File: src/rtl/ddc_pkg.sv
package ddc_pkg;

  // sample timestamp and register widths
  localparam int TimeW     = 32;
  localparam int MsCfgW    = 16;
  localparam int CfgIndexW = 4;

  // configuration register indexes
  localparam logic [CfgIndexW-1:0] CFG_APPEAR_TIMEOUT = 4'd0;
  localparam logic [CfgIndexW-1:0] CFG_COOLDOWN       = 4'd1;

  // register reset values
  localparam logic [MsCfgW-1:0] APPEAR_TIMEOUT_RESET = 16'd1000;
  localparam logic [MsCfgW-1:0] COOLDOWN_RESET       = 16'd500;

  // side codes
  localparam logic SIDE_INSIDE  = 1'b0;
  localparam logic SIDE_OUTSIDE = 1'b1;

  // count change codes
  localparam logic signed [1:0] COUNT_NONE  = 2'sd0;
  localparam logic signed [1:0] COUNT_ENTER = 2'sd1;
  localparam logic signed [1:0] COUNT_LEAVE = -2'sd1;

  typedef enum logic [1:0] {
    STAGE_IDLE    = 2'd0,
    STAGE_FIRST   = 2'd1,
    STAGE_BOTH    = 2'd2,
    STAGE_CLEARED = 2'd3
  } stage_t;

  typedef struct packed {
    stage_t           stage;
    logic             first_side;
    logic             cleared_side;
    logic [TimeW-1:0] appear_time;
    logic [TimeW-1:0] finish_time;
  } ddc_state_t;

  typedef struct packed {
    logic [MsCfgW-1:0] appear_timeout_ms;
    logic [MsCfgW-1:0] cooldown_ms;
  } ddc_cfg_t;

endpackage

File: src/rtl/ddc_step.sv
module ddc_step import ddc_pkg::*; (
  input  ddc_state_t        cur,
  input  ddc_cfg_t          cfg,
  input  logic              inside_seen,
  input  logic              outside_seen,
  input  logic [TimeW-1:0]  now_ms,
  output ddc_state_t        nxt,
  output logic signed [1:0] count_change
);

  logic [TimeW-1:0] since_finish;
  logic [TimeW-1:0] since_appear;
  logic             in_cooldown;
  logic             timed_out;
  logic             mine;
  logic             other;
  logic             both_clear;

  // elapsed times, modulo 2^32
  assign since_finish = now_ms - cur.finish_time;
  assign since_appear = now_ms - cur.appear_time;
  assign in_cooldown  = since_finish < {{(TimeW-MsCfgW){1'b0}}, cfg.cooldown_ms};
  assign timed_out    = since_appear > {{(TimeW-MsCfgW){1'b0}}, cfg.appear_timeout_ms};

  // first sensor and the opposite one
  assign mine       = (cur.first_side == SIDE_INSIDE) ? inside_seen : outside_seen;
  assign other      = (cur.first_side == SIDE_INSIDE) ? outside_seen : inside_seen;
  assign both_clear = !inside_seen && !outside_seen;

  // next sequence state
  always_comb begin
    nxt = cur;
    unique case (cur.stage)
      STAGE_IDLE: begin
        if (!in_cooldown) begin
          nxt.appear_time = now_ms;
          if (inside_seen) begin
            nxt.first_side = SIDE_INSIDE;
            nxt.stage      = STAGE_FIRST;
          end else if (outside_seen) begin
            nxt.first_side = SIDE_OUTSIDE;
            nxt.stage      = STAGE_FIRST;
          end
        end
      end
      STAGE_FIRST: begin
        if (other) begin
          nxt.stage = STAGE_BOTH;
        end else if (!mine) begin
          if (timed_out) begin
            nxt.stage = STAGE_IDLE;
          end
        end else begin
          nxt.appear_time = now_ms;
        end
      end
      STAGE_BOTH: begin
        if (!inside_seen) begin
          nxt.cleared_side = SIDE_INSIDE;
          nxt.stage        = STAGE_CLEARED;
        end else if (!outside_seen) begin
          nxt.cleared_side = SIDE_OUTSIDE;
          nxt.stage        = STAGE_CLEARED;
        end
      end
      STAGE_CLEARED: begin
        if (inside_seen) begin
          if (cur.cleared_side == SIDE_INSIDE) begin
            nxt.stage = STAGE_BOTH;
          end
        end else if (outside_seen) begin
          if (cur.cleared_side == SIDE_OUTSIDE) begin
            nxt.stage = STAGE_BOTH;
          end
        end else begin
          nxt.stage = STAGE_IDLE;
          if (cur.cleared_side == cur.first_side) begin
            nxt.finish_time = now_ms;
          end
        end
      end
      default: nxt = cur;
    endcase
  end

  // count on a completed pass
  always_comb begin
    count_change = COUNT_NONE;
    unique case (cur.stage)
      STAGE_CLEARED: begin
        if (both_clear && (cur.cleared_side == cur.first_side)) begin
          count_change = (cur.first_side == SIDE_OUTSIDE) ? COUNT_ENTER : COUNT_LEAVE;
        end
      end
      default: count_change = COUNT_NONE;
    endcase
  end

endmodule

File: src/rtl/doorway_direction_counter_core.sv
// Two-sensor doorway counter: each sample of the inside and outside sensors, with its
// millisecond timestamp, yields one signed count change (+1 entered, -1 left, 0 nothing).
// One sample is accepted every clock cycle while in_ready is high; its result appears in the output register on
// the next cycle and in_ready stays high while that register is empty or being drained.
// The sequence update is combinational: two 32-bit timestamp subtracts, compared against the
// cooldown and the appear timeout, then the stage register update.
// Timeout and cooldown registers may be written only while no sample is in flight.
module doorway_direction_counter_core import ddc_pkg::*; (
  input  logic                 clk,
  input  logic                 rst,
  input  logic                 in_valid,
  output logic                 in_ready,
  input  logic                 inside_seen,
  input  logic                 outside_seen,
  input  logic [TimeW-1:0]     now_ms,
  output logic                 out_valid,
  input  logic                 out_ready,
  output logic signed [1:0]    count_change,
  input  logic                 cfg_valid,
  output logic                 cfg_ready,
  input  logic [CfgIndexW-1:0] cfg_index,
  input  logic [MsCfgW-1:0]    cfg_data
);

  ddc_state_t        state;
  ddc_state_t        state_next;
  ddc_cfg_t          cfg;
  logic signed [1:0] step_count;
  logic              in_fire;
  logic              cfg_fire;

  assign in_ready  = !out_valid || out_ready;
  assign in_fire   = in_valid && in_ready;
  assign cfg_ready = 1'b1;
  assign cfg_fire  = cfg_valid && cfg_ready;

  // configuration registers
  always_ff @(posedge clk) begin
    if (rst) begin
      cfg.appear_timeout_ms <= APPEAR_TIMEOUT_RESET;
      cfg.cooldown_ms       <= COOLDOWN_RESET;
    end else if (cfg_fire) begin
      unique case (cfg_index)
        CFG_APPEAR_TIMEOUT: cfg.appear_timeout_ms <= cfg_data;
        CFG_COOLDOWN:       cfg.cooldown_ms       <= cfg_data;
        default: ;
      endcase
    end
  end

  // sequence update logic
  ddc_step u_step (
    .cur          (state),
    .cfg          (cfg),
    .inside_seen  (inside_seen),
    .outside_seen (outside_seen),
    .now_ms       (now_ms),
    .nxt          (state_next),
    .count_change (step_count)
  );

  // sequence state, advanced once per input transaction
  always_ff @(posedge clk) begin
    if (rst) begin
      state.stage        <= STAGE_IDLE;
      state.first_side   <= SIDE_INSIDE;
      state.cleared_side <= SIDE_INSIDE;
      state.appear_time  <= '0;
      state.finish_time  <= '0;
    end else if (in_fire) begin
      state <= state_next;
    end
  end

  // output register
  always_ff @(posedge clk) begin
    if (rst) begin
      out_valid <= 1'b0;
    end else if (in_fire) begin
      out_valid <= 1'b1;
    end else if (out_ready) begin
      out_valid <= 1'b0;
    end
  end

  always_ff @(posedge clk) begin
    if (in_fire) begin
      count_change <= step_count;
    end
  end

`ifndef ASSERT_OFF
  // an accepted sample always leaves a result behind
  a_fire_gives_result: assert property (@(posedge clk) disable iff (rst)
    in_fire |=> out_valid)
    else $error("accepted sample produced no result");

  // a counted pass closes the sequence and starts the cooldown
  a_count_closes: assert property (@(posedge clk) disable iff (rst)
    (in_fire && step_count != COUNT_NONE) |=>
      (state.stage == STAGE_IDLE && state.finish_time == $past(now_ms)))
    else $error("counted pass did not restart the sequence");

  // only a pass from the cleared stage can count
  a_count_source: assert property (@(posedge clk) disable iff (rst)
    (step_count != COUNT_NONE) |-> (state.stage == STAGE_CLEARED))
    else $error("count outside the cleared stage");

  // the sequence state moves only with an input transaction
  a_state_hold: assert property (@(posedge clk) disable iff (rst)
    !in_fire |=> $stable(state))
    else $error("sequence state changed without a transaction");

  // the result is never the unused code
  a_count_code: assert property (@(posedge clk) disable iff (rst)
    out_valid |-> (count_change != 2'sb10))
    else $error("invalid count change code");
`endif

endmodule
File: config.mk
export PLATFORM = sky130hd
export DESIGN_NAME = doorway_direction_counter_core
export DESIGN_NICKNAME = d
export VERILOG_FILES = /design/src/rtl/ddc_pkg.sv /design/src/rtl/ddc_step.sv /design/src/rtl/doorway_direction_counter_core.sv
export SDC_FILE = /design/constraint.sdc
export NUM_CORES = 1
export LEC_CHECK = 0
export BUFFER_PORTS_ARGS = -buffer_cell sky130_fd_sc_hd__buf_2
export CORE_ASPECT_RATIO = 0.75
export CORE_MARGIN = 2
export CORE_UTILIZATION = 31
export CTS_CLUSTER_SIZE = 24
export DETAILED_ROUTE_END_ITERATION = 7
export GPL_TIMING_DRIVEN = 0
export PLACE_DENSITY = 0.56
export SLEW_MARGIN = 20
export SYNTH_ARGS = -nofsm -noshare
export SYNTH_HDL_FRONTEND = slang
export SYNTH_SLANG_ARGS = --single-unit
File: constraint.sdc
create_clock -name clk -period 7.6 [get_ports clk]
set_input_delay 1.52 -clock clk [delete_from_list [all_inputs] [get_ports clk]]
set_output_delay 1.52 -clock clk [all_outputs]
set_load 0.01 [all_outputs]
==> metrics.md <==
| Metric | Value |
|---|---|
| Setup TNS Final | 0 ns |
| Sw Ratio | approximately a third |
| CTS Buf Count | 9 |
| Skew-Pair Late Insertion Delay | approximately 0.36 ns |
| Top cell type's share of synthesized area | about 22% |
| Setup Skew | about 0.0089 ns |
| Die height | between 150 and 200 um |
| Mapped Nets | 1399 |
| Post_cts resized | 0 |
| Initial antenna violation count | 1 |
| Global-route wire length before repair | 44000 um |
| Max Clk Rate | about 160 MHz |
| Worst Setup Start Kind | primary input |
| GPL Wtd Cong | roughly 0.9 |
| Final Critical Period | between 6 and 7 ns |
| Die ar. | just over 30000 sq um |
| DRT Pass-1 Iters | 5 |
| Via count | approximately 9k |
| Pwr per Cell Area | 156 nW/um^2 |
| Starting Density | a little under a third |
| Largest net degree at the start of global routing | 18 |
| Max FO, Critical Path | 4 |
| First-iteration detailed-routing DRC count | around 680 |
| Final instance area | roughly 10000 sq um |
| Post-DP HPWL | between 20000 and 25000 um |
| Synth Register Bits | between 100 and 150 |
| Compound-Gate Fraction of Synth Area | 22.4% |
| Remaining global-route overflow | 0 |
| Post-CTS setup buffers | 0 |
| Maxcap violations | 0 |
| Simple logic cell fraction of the synthesized area | roughly 26% |
| Post-route ant nets | 0 |
| EDFF count, synth | 2 |
| Root Buffer | clkbuf_16 |
| Share of cells above drive strength 1 | 8.18% |
| Worst vdd ir | approximately 0.00011 V |
| Setup ws final | 1.34 ns |
| DRC | 0 |
| Synthesized netlist cell count | approximately 1.2k |
| Max incr delay on CP | roughly 0.57 ns |
| Slew Limit Fails | 0 |
| Most used DFF post-synth | dfxtp_1 |
| Unrepaired setup endpoints after global routing | no |
| Slew HR | approximately 38% |
| Reg clk slew, reported paths | ~0.070 ns |
| CP required | between 7 and 8 ns |
| Pleak | roughly 3.9 nW |
| DP Worst Slack | slightly above 0.9 ns |
| Layout Nets | 1469 |
| Crit path arrival time | ~6.5 ns |
| Internal power | 1.04 mW |
| Vias per cell | between 5 and 6 |
| CORE AREA | 29100 sq um |
| Final setup violation count | 0 |
| Worst Setup Path Type | primary input to register |
| Slowest CP cell | or4_4 |
| Mux cell area share after synthesis | under 10% |
| Switching Power | around 0.56 mW |
| Comb power frac | 33.9% |
| Synth Area in XOR/XNOR | ~3.5% |
| Register share of total power | a little over a third |
| Number of H-tree levels | 3 |
| CP endpoint kind | register |
| Buffers added on ports | just under 60 |
| Chip Width | about 200 um |
| Mapped cell area | around 9000 sq um |
| Synth Warn # | 0 |
| Synthesized area per cell | roughly 7.3 sq um |
| Post-synthesis cell type count | between 70 and 80 |
| Synth Area in Adders | approximately an eighth |
| Worst-case clock buffer depth | 2 |
| Top cells by area, synth | dfxtp_1 22%, ha_1 13%, nand2_1 7.7%, a21oi_1 6.9%, nand2b_1 5.3% |
| Min-Delay Path Class | register to register |
| Layout overhead on the synthesized area | 12.0% |
| WL final | roughly 28000 um |
| Final Hold Viols | 0 |
| Hold Buf Count CTS | 0 |
| Post-synth ARST share | 0% |
| # rows | between 50 and 60 |
| TritonCTS clock tree | done |
| Worst Tran Pin Value | ~0.93 ns |
| Sequential area share after synthesis | 22.8% |
| Tcrit/Tclk final | 82.4% |
| DR WL/cell | between 15 and 20 um |
| I/O pin count | 64 |
| Vias in the first global route | ~8.3k |
| Clock sinks | between 100 and 150 |
| Post-DP Area | ~9900 sq um |
| Clock share of power | a little under a third |
| Synth area leader | dfxtp_1 |
| Largest family of logic cells by synthesized area | simple AND/OR/NAND/NOR gates |
| All-Layer GR Usage | roughly 18% |
| Status | finished clean |
| Cells along the critical path | buf_2 -> inv_1 -> ha_1 -> inv_1 -> fa_1 -> a21o_1 -> a221oi_2 -> o211a_1 -> o31ai_1 -> xor2_1 -> ha_1 -> nor2b_1 -> o21ai_0 -> nand4_1 -> or4_1 -> or4_1 -> or4_4 -> or3_1 -> and3_1 -> o21a_1 |
[through the flow]
| step | hold WS, ns | std cells | power [mW] | utilization (%) |
|---|---|---|---|---|
| finish | 0.457 | 1713 | 1.60 | 35.3 |
| global route | 0.475 | 1713 | 1.70 | 35.3 |
| CTS | 0.457 | 1712 | 1.61 | 35.2 |
| detailed placement | 0.446 | 1696 | 1.12 | 34.2 |
| global placement | 0.442 | 1696 | 1.11 | 34.2 |
| floorplan | 0.436 | 1245 | 0.970 | - |
[layout by cell type, fill, tap and decap left out, drive strengths merged, types with 7 or more instances in the layout]
cell type | netlist | routed
nand2b | 78 | 78
inv | 107 | 109
o211ai | 21 | 21
nand2 | 187 | 187
o21ai | 42 | 42
nand4 | 21 | 21
nor2 | 70 | 70
and3 | 13 | 13
nor4 | 10 | 10
xor2 | 18 | 18
ha | 93 | 93
a21o | 20 | 20
dfxtp | 101 | 101
a211oi | 14 | 14
o21a | 12 | 12
a31oi | 11 | 11
or3 | 9 | 9
buf | 10 | 69
nand3 | 26 | 26
clkbuf | 49 | 60
xnor2 | 19 | 19
a211o | 8 | 8
a21oi | 130 | 130
nand3b | 7 | 7
mux2i | 43 | 43
nor3 | 24 | 24
and4 | 8 | 8
[flip-flops by register name, indices dropped and copies added (netlist names)]
signal,count
cfg,32
count_change,2
out_valid,1
state,68
[layout make-up]
cell class	count	area [sq um]
sequential	103	2080
clock buffer	11	243
tap	392	490
fill	3124	18800
timing repair buffer	59	295
buffer	59	254
multi-input combinational	976	6410
clock inverter	5	65.1
inverter	107	402
antenna	1	2.50
[metal layers]
layer	track usage, %	vias to the layer above	wire length [um]
met5	0	-	0
met4	4.87	0	494
met3	2.03	26	1150
met2	27.0	207	11900
met1	26.1	4205	13900
li1	-	4521	-
[path summary, 6_finish.rpt]
path,to,cells after the start,startpoint,slack [ns]
max,state[65]$_SDFFE_PP0P_,20,now_ms[0],1.34
min,state[25]$_SDFFE_PP0P_,2,state[25]$_SDFFE_PP0P_,0.46
max reg2reg,state[65]$_SDFFE_PP0P_,18,state[0]$_SDFFE_PP0P_,2.36
min reg2reg,state[25]$_SDFFE_PP0P_,2,state[25]$_SDFFE_PP0P_,0.46
[kinds of logic after synthesis]
family / after synthesis
DFF: 103
other: 1
AOI/OAI and AO/OA: 317
muxes: 46
and+or+nand+nor: 480
adders and majority gates: 95
buffers and inverters: 166
xor gates and xnor gates: 37
[power groups by stage]
| stage | clock, mW | sequential (mW) | combinational, mW |
|---|---|---|---|
| 2_1_floorplan | 0 | 0.581 | 0.390 |
| 3_3_place_gp | 0 | 0.582 | 0.530 |
| 3_5_place_dp | 0 | 0.583 | 0.534 |
| 4_1_cts | 0.500 | 0.570 | 0.538 |
| 5_1_grt | 0.522 | 0.572 | 0.607 |
| 6_report | 0.488 | 0.570 | 0.542 |
[worst max-delay path: cells and delay by family]
family,cells,cell delay [ns]
AND/OR/NAND/NOR,7,2.32
adder cells (fa/ha/maj),3,0.88
XOR/XNOR,1,0.16
AO/OA/AOI/OAI,6,1.37
buffers and inverters,3,0.26
[cell usage after synthesis, types with 20 or more instances]
library cell	instances
nand3_1	26
nand2_1	187
mux2i_1	43
dfxtp_1	101
nand2b_1	78
nor2_1	69
nor3_1	24
nand4_1	21
o21ai_0	38
ha_1	93
a21oi_1	126
a21o_1	20
inv_1	107
o211ai_1	21
clkbuf_1	49
(Power assumes the default switching activity.)
